$ cat src/hw/rtl/arpg_pkg.sv
// ---------------------------------------------------------------------------
// arpg_pkg
// Types, constants and helpers shared by the region preemption guard.
// ---------------------------------------------------------------------------
package arpg_pkg;

  localparam int NUM_TASKS   = 16;
  localparam int COUNT_WIDTH = 16;

  localparam int ID_W   = 4;
  localparam int FUNC_W = 2;
  localparam int SLOT_W = (NUM_TASKS > 1) ? $clog2(NUM_TASKS) : 1;
  localparam int ACT_W  = $clog2(NUM_TASKS + 1);

  localparam int S_TDATA_W = 8;
  localparam int M_TDATA_W = 8;
  localparam int CFG_ADDR_W = 1;
  localparam int CFG_DATA_W = 1;

  typedef logic [COUNT_WIDTH-1:0] count_t;
  typedef logic [SLOT_W-1:0]      slot_t;
  typedef logic [ACT_W-1:0]       act_t;

  localparam logic [FUNC_W-1:0] FUNC_OTHER  = 2'd0;
  localparam logic [FUNC_W-1:0] FUNC_ENTER  = 2'd1;
  localparam logic [FUNC_W-1:0] FUNC_EXIT   = 2'd2;
  localparam logic [FUNC_W-1:0] FUNC_FINISH = 2'd3;

  localparam logic [CFG_ADDR_W-1:0] CFG_GUARD_ENABLED = 1'b0;
  localparam logic [CFG_ADDR_W-1:0] CFG_REGION_FORCE  = 1'b1;

  localparam count_t NEST_MAX = '1;

  typedef enum logic [1:0] {
    ST_IDLE,
    ST_SLOT,
    ST_PEND,
    ST_OUT
  } state_t;

  // Map a task id onto a table slot
  function automatic slot_t slot_of(input logic [ID_W-1:0] id);
    slot_t s;
    s = '0;
    for (int i = 0; i < (1 << ID_W); i++) begin
      if (id == ID_W'(i)) begin
        s = SLOT_W'(i % NUM_TASKS);
      end
    end
    return s;
  endfunction

endpackage

$ cat src/hw/rtl/arpg_ram.sv
// ---------------------------------------------------------------------------
// arpg_ram
// Generic single-write, single-read RAM with registered read data.
// ---------------------------------------------------------------------------
module arpg_ram #(
  parameter int WIDTH = 8,
  parameter int DEPTH = 16
) (
  input  logic                                   clk,
  input  logic                                   we,
  input  logic [((DEPTH > 1) ? $clog2(DEPTH) : 1)-1:0] waddr,
  input  logic [WIDTH-1:0]                       wdata,
  input  logic [((DEPTH > 1) ? $clog2(DEPTH) : 1)-1:0] raddr,
  output logic [WIDTH-1:0]                       rdata
);

  logic [WIDTH-1:0] mem [DEPTH];

  always_ff @(posedge clk) begin
    if (we) begin
      mem[waddr] <= wdata;
    end
    rdata <= mem[raddr];
  end

endmodule

$ cat src/hw/rtl/atomic_region_preemption_guard.sv
// ---------------------------------------------------------------------------
// atomic_region_preemption_guard
// Tracks atomic-region nesting per task and forces a task in the chosen
// region state to run first, with a one-time atomicity warning.
// ---------------------------------------------------------------------------
// One result item per event item. Nest counts live in a RAM with one write
// and one registered read port; each item is a read-modify-write sequence:
// ST_SLOT updates the task's count, ST_PEND (only with a pending enter) does
// a second read and write for the pending task, and ST_OUT registers the
// result; a disabled guard goes from accept straight to ST_OUT. The next item
// is taken once the result is registered. Per-entry valid bits make the count
// table read as zero after reset, so no clearing pass is needed.
module atomic_region_preemption_guard (
  input  logic                                clk,
  input  logic                                rst,
  // s_tdata: task_id[3:0], read_only, selector_unset, skip_event,
  // task_runnable
  input  logic                                s_tvalid,
  output logic                                s_tready,
  input  logic [arpg_pkg::S_TDATA_W-1:0]      s_tdata,
  // s_tuser: func
  input  logic [arpg_pkg::FUNC_W-1:0]         s_tuser,
  // m_tdata: force_first, atomicity_warning, exit_underflow, zero pad
  output logic                                m_tvalid,
  input  logic                                m_tready,
  output logic [arpg_pkg::M_TDATA_W-1:0]      m_tdata,
  input  logic                                cfg_we,
  input  logic [arpg_pkg::CFG_ADDR_W-1:0]     cfg_addr,
  input  logic [arpg_pkg::CFG_DATA_W-1:0]     cfg_wdata
);

  arpg_pkg::state_t state, state_next;

  logic guard_enabled, region_force;

  arpg_pkg::slot_t              in_slot;
  logic [arpg_pkg::FUNC_W-1:0]  in_func;
  logic in_ro, in_sel, in_skip, in_run;

  logic res_force, res_force_next;
  logic res_warn, res_warn_next;
  logic res_under, res_under_next;

  logic warned_once, warned_once_next;
  logic check_armed, check_armed_next;
  arpg_pkg::act_t  active_tasks, active_tasks_next;
  logic            pend_valid, pend_valid_next;
  arpg_pkg::slot_t pend_task, pend_task_next;
  arpg_pkg::count_t nest_fwd, nest_fwd_next;

  logic [arpg_pkg::NUM_TASKS-1:0] ent_valid;
  logic ent_vld;

  logic             ram_we;
  arpg_pkg::slot_t  ram_waddr, ram_raddr;
  arpg_pkg::count_t ram_wdata, ram_rdata;

  logic m_tvalid_next;
  logic [arpg_pkg::M_TDATA_W-1:0] m_tdata_next;

  arpg_pkg::count_t nest_s, nest_p, new_s;
  logic             arm;

  logic s_accept;

  assign s_tready = (state == arpg_pkg::ST_IDLE);
  assign s_accept = s_tvalid && s_tready;

  arpg_ram #(
    .WIDTH(arpg_pkg::COUNT_WIDTH),
    .DEPTH(arpg_pkg::NUM_TASKS)
  ) u_nest_ram (
    .clk  (clk),
    .we   (ram_we),
    .waddr(ram_waddr),
    .wdata(ram_wdata),
    .raddr(ram_raddr),
    .rdata(ram_rdata)
  );

  always_comb begin
    state_next        = state;
    res_force_next    = res_force;
    res_warn_next     = res_warn;
    res_under_next    = res_under;
    warned_once_next  = warned_once;
    check_armed_next  = check_armed;
    active_tasks_next = active_tasks;
    pend_valid_next   = pend_valid;
    pend_task_next    = pend_task;
    nest_fwd_next     = nest_fwd;
    ram_we            = 1'b0;
    ram_waddr         = in_slot;
    ram_wdata         = '0;
    ram_raddr         = arpg_pkg::slot_of(s_tdata[arpg_pkg::ID_W-1:0]);
    m_tvalid_next     = m_tvalid && !m_tready;
    m_tdata_next      = m_tdata;
    nest_s            = ent_vld ? ram_rdata : '0;
    nest_p            = (pend_task == in_slot) ? nest_fwd : nest_s;
    new_s             = nest_s;
    arm               = 1'b0;

    case (state)
      arpg_pkg::ST_IDLE: begin
        if (s_accept) begin
          if (guard_enabled) begin
            state_next = arpg_pkg::ST_SLOT;
          end else begin
            res_force_next = 1'b0;
            res_warn_next  = 1'b0;
            res_under_next = 1'b0;
            state_next     = arpg_pkg::ST_OUT;
          end
        end
      end

      arpg_pkg::ST_SLOT: begin
        res_warn_next  = 1'b0;
        res_under_next = 1'b0;
        if (check_armed && region_force && (active_tasks != '0) &&
            (nest_s == '0) && !warned_once) begin
          warned_once_next = 1'b1;
          res_warn_next    = 1'b1;
        end
        case (in_func)
          arpg_pkg::FUNC_EXIT: begin
            if (nest_s == '0) begin
              res_under_next = 1'b1;
            end else begin
              new_s  = nest_s - 1'b1;
              ram_we = 1'b1;
              if ((new_s == '0) && (active_tasks != '0)) begin
                active_tasks_next = active_tasks - 1'b1;
              end
              if (pend_valid && (pend_task == in_slot)) begin
                pend_valid_next = 1'b0;
              end
            end
          end
          arpg_pkg::FUNC_FINISH: begin
            if (nest_s != '0) begin
              new_s  = '0;
              ram_we = 1'b1;
              if (active_tasks != '0) begin
                active_tasks_next = active_tasks - 1'b1;
              end
            end
            if (pend_valid && (pend_task == in_slot)) begin
              pend_valid_next = 1'b0;
            end
          end
          default: begin
          end
        endcase
        ram_wdata = new_s;
        arm = !in_ro && in_sel && ((new_s != '0) == region_force) && in_run && !in_skip;
        check_armed_next = arm;
        res_force_next   = arm;
        nest_fwd_next    = new_s;
        ram_raddr        = pend_task;
        if (pend_valid_next) begin
          state_next = arpg_pkg::ST_PEND;
        end else begin
          if (in_func == arpg_pkg::FUNC_ENTER) begin
            pend_valid_next = 1'b1;
            pend_task_next  = in_slot;
          end
          state_next = arpg_pkg::ST_OUT;
        end
      end

      arpg_pkg::ST_PEND: begin
        if (nest_p == '0) begin
          active_tasks_next = active_tasks + 1'b1;
        end
        ram_we    = 1'b1;
        ram_waddr = pend_task;
        ram_wdata = (nest_p != arpg_pkg::NEST_MAX) ? nest_p + 1'b1 : nest_p;
        pend_valid_next = 1'b0;
        if (in_func == arpg_pkg::FUNC_ENTER) begin
          pend_valid_next = 1'b1;
          pend_task_next  = in_slot;
        end
        state_next = arpg_pkg::ST_OUT;
      end

      arpg_pkg::ST_OUT: begin
        if (!m_tvalid || m_tready) begin
          m_tvalid_next = 1'b1;
          m_tdata_next  = {{(arpg_pkg::M_TDATA_W-3){1'b0}}, res_under, res_warn, res_force};
          state_next    = arpg_pkg::ST_IDLE;
        end
      end

      default: begin
        state_next = arpg_pkg::ST_IDLE;
      end
    endcase
  end

  always_ff @(posedge clk) begin
    if (rst) begin
      state         <= arpg_pkg::ST_IDLE;
      guard_enabled <= 1'b1;
      region_force  <= 1'b0;
      warned_once   <= 1'b0;
      check_armed   <= 1'b0;
      active_tasks  <= '0;
      pend_valid    <= 1'b0;
      pend_task     <= '0;
      ent_valid     <= '0;
      ent_vld       <= 1'b0;
      m_tvalid      <= 1'b0;
    end else begin
      state        <= state_next;
      warned_once  <= warned_once_next;
      check_armed  <= check_armed_next;
      active_tasks <= active_tasks_next;
      pend_valid   <= pend_valid_next;
      pend_task    <= pend_task_next;
      ent_vld      <= ent_valid[ram_raddr];
      m_tvalid     <= m_tvalid_next;
      if (ram_we) begin
        ent_valid[ram_waddr] <= 1'b1;
      end
      if (cfg_we) begin
        case (cfg_addr)
          arpg_pkg::CFG_GUARD_ENABLED: guard_enabled <= cfg_wdata[0];
          arpg_pkg::CFG_REGION_FORCE:  region_force  <= cfg_wdata[0];
          default: begin
          end
        endcase
      end
    end
  end

  always_ff @(posedge clk) begin
    res_force <= res_force_next;
    res_warn  <= res_warn_next;
    res_under <= res_under_next;
    nest_fwd  <= nest_fwd_next;
    m_tdata   <= m_tdata_next;
    if (s_accept) begin
      in_slot <= arpg_pkg::slot_of(s_tdata[arpg_pkg::ID_W-1:0]);
      in_func <= s_tuser;
      in_ro   <= s_tdata[4];
      in_sel  <= s_tdata[5];
      in_skip <= s_tdata[6];
      in_run  <= s_tdata[7];
    end
  end

  a_active_bound: assert property (@(posedge clk) disable iff (rst)
    active_tasks <= arpg_pkg::ACT_W'(arpg_pkg::NUM_TASKS))
    else $error("active task count beyond task count");

  a_warn_sticky: assert property (@(posedge clk) disable iff (rst)
    warned_once |=> warned_once)
    else $error("warned flag cleared without reset");

  a_write_phase: assert property (@(posedge clk) disable iff (rst)
    ram_we |-> (state == arpg_pkg::ST_SLOT || state == arpg_pkg::ST_PEND))
    else $error("count table written outside update phase");

  a_disabled_bypass: assert property (@(posedge clk) disable iff (rst)
    (s_accept && !guard_enabled) |=> (state == arpg_pkg::ST_OUT && !res_force &&
                                      !res_warn && !res_under))
    else $error("disabled guard produced a non-zero result");

endmodule
$ cat config.mk
export PLATFORM = sky130hd
export DESIGN_NAME = atomic_region_preemption_guard
export DESIGN_NICKNAME = d
export VERILOG_FILES = /design/src/hw/rtl/arpg_pkg.sv /design/src/hw/rtl/arpg_ram.sv /design/src/hw/rtl/atomic_region_preemption_guard.sv
export SDC_FILE = /design/constraint.sdc
export NUM_CORES = 1
export LEC_CHECK = 0
export CAP_MARGIN = 20
export CORE_ASPECT_RATIO = 1.2
export CORE_MARGIN = 1.5
export CORE_UTILIZATION = 55
export CTS_BUF_LIST = sky130_fd_sc_hd__clkbuf_4 sky130_fd_sc_hd__clkbuf_8
export DETAILED_ROUTE_END_ITERATION = 6
export DONT_BUFFER_PORTS = 1
export PLACE_DENSITY = 0.7
export SLEW_MARGIN = 20
export SYNTH_ARGS = -nofsm -noshare
export SYNTH_HDL_FRONTEND = slang
export SYNTH_HIERARCHICAL = 1
export SYNTH_SLANG_ARGS = --single-unit
$ cat constraint.sdc
create_clock -name clk -period 13.9 [get_ports clk]
set_input_delay 2.78 -clock clk [delete_from_list [all_inputs] [get_ports clk]]
set_output_delay 2.78 -clock clk [all_outputs]
set_load 0.005 [all_outputs]
==> flow_summary.ini <==
[grt]
grt_pass1_vias = 8779
antenna_found_initial = 0
grt_usage = 0.249
overflow = 0
grt_max_degree = 65
grt_pass1_wl_um = 51600

[die]
dieArea_sq_mm = 0.0276
die_w_um = 152
coreArea_sq_mm = 0.0262
num_rows = 65
fp.dieH_um = 182
start_util = 0.558
pin_count = 27

[clocking]
ctsHtreeMaxLevel = 2
cts_tree = yes
cts.sinks = 338
clk_pin_slew_ns = 0.06
cts_root_buf = clkbuf_8
cts_buffers = 52
cts_resized = 0
postCtsSetupBuffers = 0
insertion_delay_ns = 0.59
hold_buffers = 0
ctsLongestPathBuffers = 3

[critical_path]
cp_max_fo = 34
critical_path.cell_chain = mux2i_1, buf_4, inv_4, buf_4, mux4_1, a22oi_1, nand2_1
worst_ep_arrival_time_ns = 5.16
crit_path_end_kind = flop
r2r-start = in_slot[0]$_DFFE_PP_
cpPeakStageDelay_ns = 0.63
rr_worst_depth = 13
critPathRequiredTime_ns = 14.37
path_buf_inv = 3
crit_top_cell = buf_4
critPathLaunchType = input port
slowest_stage = mux4_1
r2r_end = u_nest_ram/mem[12][10]$_DFFE_PP_
reg2reg_slack_ns = 10.09
criticalPathCategory = input port to flop
crit_family = buffers and inverters
crit_cells = 7

[sta]
tns_ns = 0
post-route-period-util = 0.337
setup_viol = 0
relSlewSlack = 0.229
rsz0062_at_grt = no
finalMaxSlewViolations = 0
timing.fmax_mhz = 213
finalClockSkew_ns = 0.0241
hold_viol_final = 0
finalCriticalPeriod_ns = 4.69
tightest_slew_ns = 1.16
worst_slack_ns = 9.21

[logic_synthesis]
synthXorXnorAreaFrac = 0.0150
synth_edf_count = 288
synth_ff_type = edfxtp_1
yosys_warnings = 6
synth_area_sq_mm = 0.0146
ys_seq_elements = 338
synth_simple_gate_area_frac = 0.0884
muxShareOfSynthArea = 0.120
synthCells = 989
synth_fa_ha_area_frac = 0.00993
yosys.area.top_type = edfxtp_1
synth-compound-area-share = 0.0791
synth_top_family_by_area = multiplexers
synth-seq-area-share = 0.660
synth_cell_types = 64
syn_area_per_cell_sq_um = 14.8
async_flop_share = 0
synth_top_area_frac = 0.592
synth.top_cells.by_area = edfxtp_1 (59%), mux4_2 (8.5%), dfxtp_1 (6.8%), nor2_1 (2.1%), mux4_1 (1.8%)

[run_status]
status = completed

[hold_path]
min_from = res_under$_SDFFCE_PN0P_
whs_path_depth = 0
hold_class = flop to flop
min_to = m_tdata[2]$_DFFE_PP_

[routing]
post_drt_wl_per_cell_um = 24.3
routed_wl_um = 34100
drtPass1Iterations = 5
ant_nets = 0
drtIter0Drc = 955
drcViolationCount = 0
vias = 8937
routed_via_density = 6.37

[layout]
final_area_sq_mm = 0.0162
finalNonFillerCells = 1403
drive_gt1_frac = 0.208
nNetsFinal = 1053
area_delta_synth_final_pct = 10.8
diodes = 0

[placed_design]
place_area_sq_mm = 0.0151
dp_cells = 1305
portBuffers = 0
pre_cts_ws_ns = 8.57
dp_hpwl_um = 20500
gp_congestion = 0.951

[power]
vdd_ir_drop_max_uv = 81.6
leakage_uw = 0.00508
pwr_density_cell_mw_per_mm2 = 179
finalPower_uw = 2890

[job]
cap_violations = 0
## flip-flops by register name, summed over array words and instances, names as in the netlist, 3 cells and up
name and count:
active_tasks 5, ent_valid 16, in_slot 4, m_tdata 3, nest_fwd 16, pend_task 4, u_nest_ram/mem 256, u_nest_ram/rdata 16
## synthesized netlist by cell type (3+ instances only)
library cell,instances
clkbuf_1,37
xor2_1,11
nand3b_1,4
buf_4,9
edfxtp_1,288
nor3_1,21
or3_1,3
a41oi_1,3
buf_2,5
nand2_1,66
a211oi_1,10
a21o_1,3
buf_6,5
and3_1,6
and4_1,3
o31ai_1,4
a21oi_1,44
ha_1,10
o211ai_1,7
a31oi_1,4
o21ai_0,28
nor2_1,81
nand2b_1,3
nand4_1,13
inv_1,25
nor2b_1,14
mux4_2,55
mux2i_1,18
a31o_2,3
a22oi_1,33
or4_1,9
buf_1,6
dfxtp_1,50
mux2_2,6
nand3_1,32
mux4_1,10
o22ai_1,3
nor4_1,8
xnor2_1,14
## cells by family (layout without fill, tap and decap cells)
group	after synthesis	count (layout)
flops	338	338
simple gates	270	270
compound gates	168	168
mux	89	89
buf+inv	87	162
xor+xnor	25	25
fa+ha+maj	11	11
other cells	1	5
## layout make-up
cell class,count,area [sq um]
clock inverters,17,130
repair buffers,40,300
inverters,25,96.3
clock buffers,80,951
flip-flops and latches,338,9650
well taps,335,419
fillers,1976,9990
multi-input cells,568,4650
## worst max path at each step
stage                     startpoint                      endpoint  slack (ns)
after detailed placement  s_tdata[0]   u_nest_ram/rdata[1]$_DFF_P_        8.57
after floorplan           s_tdata[0]  u_nest_ram/rdata[10]$_DFF_P_        9.35
final                     s_tdata[0]   u_nest_ram/rdata[1]$_DFF_P_        9.21
after global placement    s_tdata[0]   u_nest_ram/rdata[7]$_DFF_P_        8.64
after global routing      s_tdata[0]   u_nest_ram/rdata[6]$_DFF_P_        9.04
after CTS                 s_tdata[0]   u_nest_ram/rdata[1]$_DFF_P_        9.20
## power breakdown
| part | internal [uW] | leakage [uW] | switching [uW] |
|---|---|---|---|
| Clock | 459 | 0.000577 | 376 |
| Sequential | 1190 | 0.00280 | 109 |
| Combinational | 288 | 0.00171 | 468 |
| Total | 1940 | 0.00508 | 952 |
## per-stage QoR
step	hold slack, ns	util
6_report	0.429	0.618
5_1_grt	0.439	0.618
4_1_cts	0.435	0.618
3_5_place_dp	0.421	0.576
3_3_place_gp	0.421	0.576
2_1_floorplan	0.400	-
## placed cells by master (no fill, tap or decap), types with 4 or more instances in the layout
master    instances
edfxtp_1        288
nor2_1           69
nand2_1          66
clkbuf_8         56
mux4_2           55
dfxtp_1          50
a21oi_1          44
buf_4            39
a22oi_1          33
nand3_1          32
o21ai_0          28
clkbuf_4         25
inv_1            23
mux2i_1          18
nor3_1           17
xnor2_1          14
nor2b_1          14
nand4_1          13
nor2_2           12
xor2_1           11
a211oi_1         10
mux4_1           10
or4_1             9
ha_1              9
nor4_1            8
o211ai_1          7
clkinv_1          7
and3_1            6
mux2_2            6
conb_1            5
clkinv_2          5
a31oi_1           4
o31ai_1           4
nand3b_1          4
nor3_2            4
## per-layer routing
metal / routed length (um) / vias up / part of all wire / global-route usage
met4: 1190 / 0 / 0.035 / 0.106
met5: 0 / - / 0 / 0
met3: 2470 / 75 / 0.073 / 0.0372
met2: 16300 / 408 / 0.48 / 0.407
met1: 14100 / 4500 / 0.41 / 0.337
li1: - / 3954 / - / -
Power figures use the tool's default switching activity.
